`src/rtl/core/zssd_pkg.sv`:
```
// ----------------------------------------------------------------------------
// Zero-suppressed sequence decoder package
// Shared types, codes and field constants for the sequence decoder.
// ----------------------------------------------------------------------------
`default_nettype none

package zssd_pkg;

    localparam int OFFSET_WIDTH_DEF = 20;

    localparam int WORD_W   = 16;
    localparam int ROW_W    = 7;
    localparam int PAD_W    = 8;
    localparam int IDX_W    = 8;
    localparam int BIN_W    = 9;
    localparam int LEN_W    = 10;
    localparam int SEQLEN_W = 5;
    localparam int OFS_W    = 20;
    localparam int LBIN_W   = 11;
    localparam int TDATA_W  = 64;

    localparam logic [PAD_W-1:0]  PAD_END      = 8'hFF;
    localparam logic [IDX_W-1:0]  IDX_MAX      = 8'hFF;
    localparam logic [LEN_W-1:0]  LEN_MAX      = 10'h3FF;
    localparam logic signed [LBIN_W-1:0] LBIN_NONE = -11'sd2;

    typedef enum logic [2:0] {
        ST_HEADER  = 3'd0,
        ST_NEW     = 3'd1,
        ST_MERGED  = 3'd2,
        ST_END     = 3'd3,
        ST_NOHDR   = 3'd4,
        ST_BACK    = 3'd5,
        ST_IGNORED = 3'd6
    } t_status;

    typedef enum logic [1:0] {
        MODE_RUNNING = 2'd0,
        MODE_ENDED   = 2'd1,
        MODE_STOPPED = 2'd2
    } t_mode;

    // Field order matches the output tdata layout, lowest bits last here.
    typedef struct packed {
        t_status            status;
        logic               last_on_pad;
        logic [OFS_W-1:0]   adc_offset;
        logic [LEN_W-1:0]   seq_length;
        logic [BIN_W-1:0]   start_bin;
        logic [IDX_W-1:0]   seq_index;
        logic [PAD_W-1:0]   pad_number;
        logic [ROW_W-1:0]   row_number;
    } t_result;

endpackage

`default_nettype wire

```
`src/rtl/core/zero_suppressed_sequence_decoder_unit.sv`:
```
// ----------------------------------------------------------------------------
// Zero-suppressed sequence decoder unit
// Decodes header and sequence words of one readout bank into sequence
// records with row, pad, index, start bin, merged length and ADC offset.
//
// Usage:
//   Input beats carry one 16-bit bank word in tdata; tuser is the bank start
//   flag, which clears all per-bank state before that word is handled.
//   Every input beat gives exactly one output beat. Output tuser holds the
//   status code, tlast the last-on-pad flag of a sequence word.
//   The output beat is registered, and one input beat is taken every cycle
//   while the skid register is empty: the whole decode is one pass of
//   compares and adds between the input port and the output register.
//   The output side has a main register and a skid register, so an input
//   beat is still taken in the cycle the receiver first stalls; input tready
//   drops only while the skid register is occupied.
//   After reset the decoder is in the running mode with no header seen and
//   both output registers empty. An end marker or a decode error makes
//   every later word report as ignored until a beat with bank start set.
// ----------------------------------------------------------------------------
`default_nettype none

module zero_suppressed_sequence_decoder_unit #(
    parameter int OFFSET_WIDTH = zssd_pkg::OFFSET_WIDTH_DEF
) (
    input  wire logic                          i_clk,
    input  wire logic                          i_rst_n,
    // Slave side
    input  wire logic                          i_s_tvalid,
    output logic                               o_s_tready,
    input  wire logic [zssd_pkg::WORD_W-1:0]   i_s_tdata,   // [15:0] data_word
    input  wire logic                          i_s_tuser,   // [0] bank_start
    // Master side
    output logic                               o_m_tvalid,
    input  wire logic                          i_m_tready,
    // [6:0] row_number, [14:7] pad_number, [22:15] seq_index,
    // [31:23] start_bin, [41:32] seq_length, [61:42] adc_offset, [63:62] zero
    output logic [zssd_pkg::TDATA_W-1:0]       o_m_tdata,
    output logic [2:0]                         o_m_tuser,   // [2:0] status
    output logic                               o_m_tlast    // last_on_pad
);

    import zssd_pkg::*;

    // ------------------------------------------------------------------
    // Decoder state
    // ------------------------------------------------------------------
    logic [ROW_W-1:0]         r_row,        n_row;
    logic [PAD_W-1:0]         r_pad,        n_pad;
    logic                     r_have_hdr,   n_have_hdr;
    logic signed [LBIN_W-1:0] r_last_bin,   n_last_bin;
    logic [BIN_W-1:0]         r_prev_start, n_prev_start;
    logic [IDX_W-1:0]         r_seq_cnt,    n_seq_cnt;
    logic [BIN_W-1:0]         r_open_start, n_open_start;
    logic [LEN_W-1:0]         r_open_len,   n_open_len;
    logic [OFFSET_WIDTH-1:0]  r_open_ofs,   n_open_ofs;
    logic [OFFSET_WIDTH-1:0]  r_adc_pos,    n_adc_pos;
    t_mode                    r_mode,       n_mode;

    t_result                  r_out, r_skid, n_result;
    logic                     r_out_valid, r_skid_valid;

    logic push, pop;

    // Word fields
    logic                     w_is_hdr;
    logic [ROW_W-1:0]         w_row;
    logic [PAD_W-1:0]         w_pad;
    logic [BIN_W-1:0]         w_start;
    logic [SEQLEN_W-1:0]      w_len;
    logic                     w_last;

    assign w_is_hdr = i_s_tdata[15];
    assign w_row    = i_s_tdata[14:8];
    assign w_pad    = i_s_tdata[7:0];
    assign w_start  = i_s_tdata[14:6];
    assign w_last   = i_s_tdata[5];
    assign w_len    = i_s_tdata[4:0];

    assign o_s_tready = !r_skid_valid;
    assign push       = i_s_tvalid && o_s_tready;
    assign pop        = r_out_valid && i_m_tready;

    // ------------------------------------------------------------------
    // Single-pass decode of one word
    // ------------------------------------------------------------------
    always_comb begin
        logic signed [LBIN_W:0] start_ext;
        logic signed [LBIN_W:0] follow_bin;
        logic [LEN_W:0]         len_sum;
        logic [31:0]            ofs_wide;

        // Bank start clears state before the word is looked at.
        if (i_s_tuser) begin
            n_row        = '0;
            n_pad        = '0;
            n_have_hdr   = 1'b0;
            n_last_bin   = LBIN_NONE;
            n_prev_start = '0;
            n_seq_cnt    = '0;
            n_open_start = '0;
            n_open_len   = '0;
            n_open_ofs   = '0;
            n_adc_pos    = '0;
            n_mode       = MODE_RUNNING;
        end else begin
            n_row        = r_row;
            n_pad        = r_pad;
            n_have_hdr   = r_have_hdr;
            n_last_bin   = r_last_bin;
            n_prev_start = r_prev_start;
            n_seq_cnt    = r_seq_cnt;
            n_open_start = r_open_start;
            n_open_len   = r_open_len;
            n_open_ofs   = r_open_ofs;
            n_adc_pos    = r_adc_pos;
            n_mode       = r_mode;
        end

        start_ext  = $signed({3'b000, w_start});
        follow_bin = $signed({n_last_bin[LBIN_W-1], n_last_bin}) + 12'sd1;
        len_sum    = {1'b0, n_open_len} + {{(LEN_W-SEQLEN_W+1){1'b0}}, w_len};
        ofs_wide   = '0;

        n_result = '0;
        n_result.status = ST_IGNORED;

        if (n_mode == MODE_RUNNING) begin
            if (w_is_hdr) begin
                if (w_pad == PAD_END) begin
                    n_mode                = MODE_ENDED;
                    n_result.status       = ST_END;
                    n_result.row_number   = w_row;
                    n_result.pad_number   = w_pad;
                end else begin
                    n_row                 = w_row;
                    n_pad                 = w_pad;
                    n_have_hdr            = 1'b1;
                    n_seq_cnt             = '0;
                    n_prev_start          = '0;
                    n_last_bin            = LBIN_NONE;
                    n_result.status       = ST_HEADER;
                    n_result.row_number   = w_row;
                    n_result.pad_number   = w_pad;
                end
            end else if (!n_have_hdr) begin
                n_mode                = MODE_STOPPED;
                n_result.status       = ST_NOHDR;
                n_result.row_number   = n_row;
                n_result.pad_number   = n_pad;
            end else if (w_start < n_prev_start) begin
                n_mode                = MODE_STOPPED;
                n_result.status       = ST_BACK;
                n_result.row_number   = n_row;
                n_result.pad_number   = n_pad;
            end else begin
                if (start_ext > follow_bin) begin
                    // Gap to the previous sequence: open a new one.
                    n_open_start       = w_start;
                    n_open_len         = {{(LEN_W-SEQLEN_W){1'b0}}, w_len};
                    n_open_ofs         = n_adc_pos;
                    n_result.seq_index = n_seq_cnt;
                    if (n_seq_cnt != IDX_MAX) begin
                        n_seq_cnt = n_seq_cnt + 1'b1;
                    end
                    n_result.status    = ST_NEW;
                end else begin
                    n_open_len = len_sum[LEN_W] ? LEN_MAX : len_sum[LEN_W-1:0];
                    n_result.seq_index = (n_seq_cnt != '0) ? n_seq_cnt - 1'b1 : '0;
                    n_result.status    = ST_MERGED;
                end

                ofs_wide = 32'(n_open_ofs);

                n_result.row_number  = n_row;
                n_result.pad_number  = n_pad;
                n_result.start_bin   = n_open_start;
                n_result.seq_length  = n_open_len;
                n_result.adc_offset  = ofs_wide[OFS_W-1:0];
                n_result.last_on_pad = w_last;

                n_adc_pos    = n_adc_pos + OFFSET_WIDTH'(w_len);
                n_last_bin   = $signed({2'b00, w_start})
                             + $signed({6'b000000, w_len}) - 11'sd1;
                n_prev_start = w_start;

                if (w_last) begin
                    n_pad        = n_pad + 1'b1;
                    n_seq_cnt    = '0;
                    n_last_bin   = LBIN_NONE;
                    n_prev_start = '0;
                end
            end
        end
    end

    // ------------------------------------------------------------------
    // State registers
    // ------------------------------------------------------------------
    always_ff @(posedge i_clk) begin
        if (!i_rst_n) begin
            r_row        <= '0;
            r_pad        <= '0;
            r_have_hdr   <= 1'b0;
            r_last_bin   <= LBIN_NONE;
            r_prev_start <= '0;
            r_seq_cnt    <= '0;
            r_open_start <= '0;
            r_open_len   <= '0;
            r_open_ofs   <= '0;
            r_adc_pos    <= '0;
            r_mode       <= MODE_RUNNING;
        end else if (push) begin
            r_row        <= n_row;
            r_pad        <= n_pad;
            r_have_hdr   <= n_have_hdr;
            r_last_bin   <= n_last_bin;
            r_prev_start <= n_prev_start;
            r_seq_cnt    <= n_seq_cnt;
            r_open_start <= n_open_start;
            r_open_len   <= n_open_len;
            r_open_ofs   <= n_open_ofs;
            r_adc_pos    <= n_adc_pos;
            r_mode       <= n_mode;
        end
    end

    // ------------------------------------------------------------------
    // Output register with skid stage
    // ------------------------------------------------------------------
    always_ff @(posedge i_clk) begin
        if (!i_rst_n) begin
            r_out_valid  <= 1'b0;
            r_skid_valid <= 1'b0;
        end else if (pop) begin
            if (r_skid_valid) begin
                r_skid_valid <= 1'b0;
            end else if (!push) begin
                r_out_valid <= 1'b0;
            end
        end else if (push) begin
            if (r_out_valid) begin
                r_skid_valid <= 1'b1;
            end else begin
                r_out_valid <= 1'b1;
            end
        end
    end

    always_ff @(posedge i_clk) begin
        if (pop) begin
            if (r_skid_valid) begin
                r_out <= r_skid;
            end else if (push) begin
                r_out <= n_result;
            end
        end else if (push) begin
            if (r_out_valid) begin
                r_skid <= n_result;
            end else begin
                r_out <= n_result;
            end
        end
    end

    assign o_m_tvalid = r_out_valid;
    assign o_m_tuser  = r_out.status;
    assign o_m_tlast  = r_out.last_on_pad;
    assign o_m_tdata  = {2'b00, r_out.adc_offset, r_out.seq_length, r_out.start_bin,
                         r_out.seq_index, r_out.pad_number, r_out.row_number};

    // ------------------------------------------------------------------
    // Assertions
    // ------------------------------------------------------------------
    a_skid_needs_out: assert property (@(posedge i_clk) disable iff (!i_rst_n)
        r_skid_valid |-> r_out_valid)
        else $error("skid register holds a beat while the output register is empty");

    a_count_needs_hdr: assert property (@(posedge i_clk) disable iff (!i_rst_n)
        (r_seq_cnt != '0) |-> r_have_hdr)
        else $error("sequence count is nonzero without a header");

    a_start_needs_hdr: assert property (@(posedge i_clk) disable iff (!i_rst_n)
        (r_prev_start != '0) |-> r_have_hdr)
        else $error("previous start is set without a header");

endmodule

`default_nettype wire
```
`config.mk`:
```
export PLATFORM = sky130hd
export DESIGN_NAME = zero_suppressed_sequence_decoder_unit
export DESIGN_NICKNAME = d
export VERILOG_FILES = /design/src/rtl/core/zssd_pkg.sv /design/src/rtl/core/zero_suppressed_sequence_decoder_unit.sv
export SDC_FILE = /design/constraint.sdc
export NUM_CORES = 1
export LEC_CHECK = 0
export CAP_MARGIN = 10
export CORE_AREA = 3 3 217 113
export DETAILED_ROUTE_END_ITERATION = 8
export DIE_AREA = 0 0 220 116
export DONT_BUFFER_PORTS = 1
export PLACE_DENSITY = 0.82
export SKIP_LAST_GASP = 1
export SLEW_MARGIN = 20
export SYNTH_ARGS = -nofsm -noshare
export SYNTH_HDL_FRONTEND = slang
export SYNTH_SLANG_ARGS = --single-unit
```
`constraint.sdc`:
```
create_clock -name i_clk -period 7.2 [get_ports i_clk]
set_clock_uncertainty 0.2 [all_clocks]
set_input_delay 1.44 -clock i_clk [delete_from_list [all_inputs] [get_ports i_clk]]
set_output_delay 1.44 -clock i_clk [all_outputs]
set_load 0.03 [all_outputs]
```
==> metrics <==
kind of critical path=in -> reg; CTS tree=yes; Syn Std Cell Area=0.0127 sq mm; CP Max Fanout=98; Rows=39; initial antenna violation count=0; setup_tns=0 ns; Die X=220 um; Synth Area per Inst=9.72 sq um; Setup crit start kind=primary input; Gate Count Post-Synth=1305; Worst Hold Class=reg -> reg; Nets=1334; Synth Area in Adders=0.0521; PortBufs=0; postcts setup bufs=0; post-route cell area=0.0136 sq mm; Hold Vio Cnt, Final=0; DR WL/cell=20.4 um; layout cells sized above 1=0.0814; final period utilization=0.644; largest net degree at the start of global routing=99; DP Worst Slack=around 2.1 ns; Final setup viols=0; Post-Synth Simple-Gate Area=0.186; number of global-route vias before repair=around 10000; grt ovf=0; Post-Synth XOR/XNOR Area=0.0166; outcome=finished, final reports clean; Final min period=4.64 ns; Detail Placement HPWL=21600 um; Initial Util=0.560; GR Util All Layers=0.255; sequential fraction of the synthesis area=0.481; clk root buf=clkbuf_16; CP Data Arrival Time=4.90 ns; synthesized flop and latch total=~240; antenna viol nets, final=0; ys flop type=edfxtp_1; final worst setup slack=2.56 ns; first-pass GRT wire length=51900 um; Vias/cell=6.44; RD Place Congestion=0.916; max_slew headroom=0.256; max cap viols=0; hold_buf cts=0; Die Y=116 um; clock sink count=239; via count=10200; Post-Route WL=32400 um; First-pass DRT Iterations=7; DP Area=0.0128 sq mm; CP Capture Type=flop; synth unique cells=a little over 90; Clock Path Buffers=3; TritonCTS Buffers=22; ant diodes=0; worst-skew pair later-pin latency=between 0.5 and 0.6 ns; Compound-Gate Fraction of Synth Area=0.170; placed insts=between 1500 and 2000; ys async rst share=0; H-tree levels=1; critical path data required time=7.46 ns; Clock Pin Slew Worst Setup and Hold Paths=0.06 ns; Pleak=4.83 nW; die area=roughly 0.026 sq mm; pwr/cell area=around 220 mW/mm^2; Area Overhead vs Synth=7.38%; largest family of logic cells by synthesized area=simple AND/OR/NAND/NOR gates; Yosys Warn Count=0; RSZ-0062 raised after global routing=no; Finished Layout Cells=1585; post-cts repair resize count=0; # DRC=0; number of DRC markers in iteration 0=1397; max-slew violations=0; mux cell area share after synthesis=0.0497; Least-Margin Pin Slew=1.11 ns; VDD IR max=~0.15 mV; # IOs=91; core area=about 0.023 sq mm; fmax=216 MHz; Post-synth EDFFs=132
==> power by group <==
part	switching, W	internal [W]	leakage, nW	total (W)
sequential	0.0000869	0.00150	2.10	0.00159
combinational	0.000166	0.0000818	2.38	0.000248
clock	0.000528	0.000695	0.352	0.00122
==> state kept, by name, indices dropped and copies added (netlist names), 2 cells and up <==
signal,cells
r_open_len,10
o_m_tdata,62
r_open_ofs,20
r_skid,66
r_open_start,9
r_last_bin,11
r_prev_start,9
r_adc_pos,20
r_mode,2
r_row,7
r_seq_cnt,8
r_pad,8
o_m_tuser,3
==> placed cells by master, fill, tap and decap left out, types with 36 or more instances in the layout <==
cell type / netlist / routed
o21ai_0: 63 / 63
a22o_1: 41 / 41
a21oi_1: 53 / 53
edfxtp_1: 132 / 132
inv_1: 54 / 54
mux2i_1: 36 / 36
ha_1: 48 / 48
nand3_1: 40 / 40
dfxtp_1: 107 / 107
nor2_1: 135 / 132
nand2_1: 129 / 129
==> routing by layer <==
metal	track usage	up-vias	wire, um
li1	-	4660	-
met2	0.417	526	14700
met4	0.0964	0	1020
met5	0	-	0
met1	0.340	4927	13600
met3	0.0508	90	3110
==> path summary, 6_finish.rpt <==
kind                       from             to  slack, ns  cells past startpoint
hold reg to reg   r_open_ofs[6]  r_open_ofs[6]       0.28                      1
hold / removal    r_open_ofs[6]  r_open_ofs[6]       0.28                      1
setup / recovery      i_s_tuser  r_open_ofs[7]       2.56                     13
setup reg to reg  r_last_bin[0]  r_open_ofs[7]       3.06                     13
==> critical path, stage by stage <==
cell	delay [ns]
nor2b_1	0.13
ha_1	0.35
o21ai_2	0.18
o21bai_1	0.17
o22ai_1	0.10
ha_1	0.31
nand3_1	0.07
nor2_1	0.16
o211ai_2	0.40
and2_1	0.33
a21o_1	0.22
a21oi_2	0.79
a22o_1	0.25
==> layout make-up <==
| cell class | instances | area [sq um] |
|---|---|---|
| Clock inverter | 13 | 161 |
| Timing Repair Buffer | 12 | 110 |
| Clock buffer | 27 | 589 |
| Tap cell | 307 | 384 |
| Multi-Input combinational cell | 932 | 6070 |
| Sequential cell | 239 | 6110 |
| Fill cell | 1853 | 9020 |
| Inverter | 55 | 206 |
==> metrics by stage <==
stage | hold WS (ns) | total power (W) | utilization
after floorplan | 0.234 | 0.00181 | -
after global placement | 0.256 | 0.00185 | 0.567
after detailed placement | 0.258 | 0.00186 | 0.567
after CTS | 0.277 | 0.00307 | 0.600
after global routing | 0.290 | 0.00316 | 0.602
final | 0.279 | 0.00306 | 0.602
==> kinds of logic after synthesis <==
group	after synthesis
adders and majority gates	51
muxes	60
other	1
buffers and inverters	135
xor gates and xnor gates	24
and+or+nand+nor	480
DFF	239
AOI/OAI and AO/OA	315
==> Yosys cell counts, types with 4 or more instances <==
library cell,n,area share
a2111oi_0,4,0.0028
a211oi_1,6,0.0036
a21o_1,5,0.0030
a21oi_1,53,0.021
a22o_1,41,0.028
a22oi_1,21,0.012
a31oi_1,10,0.0049
and2_1,11,0.0054
and3_1,20,0.0099
buf_2,18,0.0071
buf_4,8,0.0047
clkbuf_1,50,0.015
dfxtp_1,107,0.17
edfxtp_1,132,0.31
ha_1,48,0.047
inv_1,54,0.016
mux2_2,22,0.020
mux2i_1,36,0.028
nand2_1,129,0.038
nand2b_1,20,0.0099
nand3_1,40,0.016
nand4_1,13,0.0064
nor2_1,135,0.040
nor2b_1,29,0.014
nor3_1,30,0.012
nor3_2,5,0.0039
nor3b_1,7,0.0041
nor4_1,5,0.0025
o211ai_1,8,0.0047
o21a_1,8,0.0047
o21ai_0,63,0.025
o21ai_1,29,0.011
o22ai_1,7,0.0035
o31ai_1,9,0.0053
o41ai_1,4,0.0028
or3_1,4,0.0020
xnor2_1,19,0.013
xor2_1,5,0.0035
Note: power is estimated with default switching activity, not from simulation.
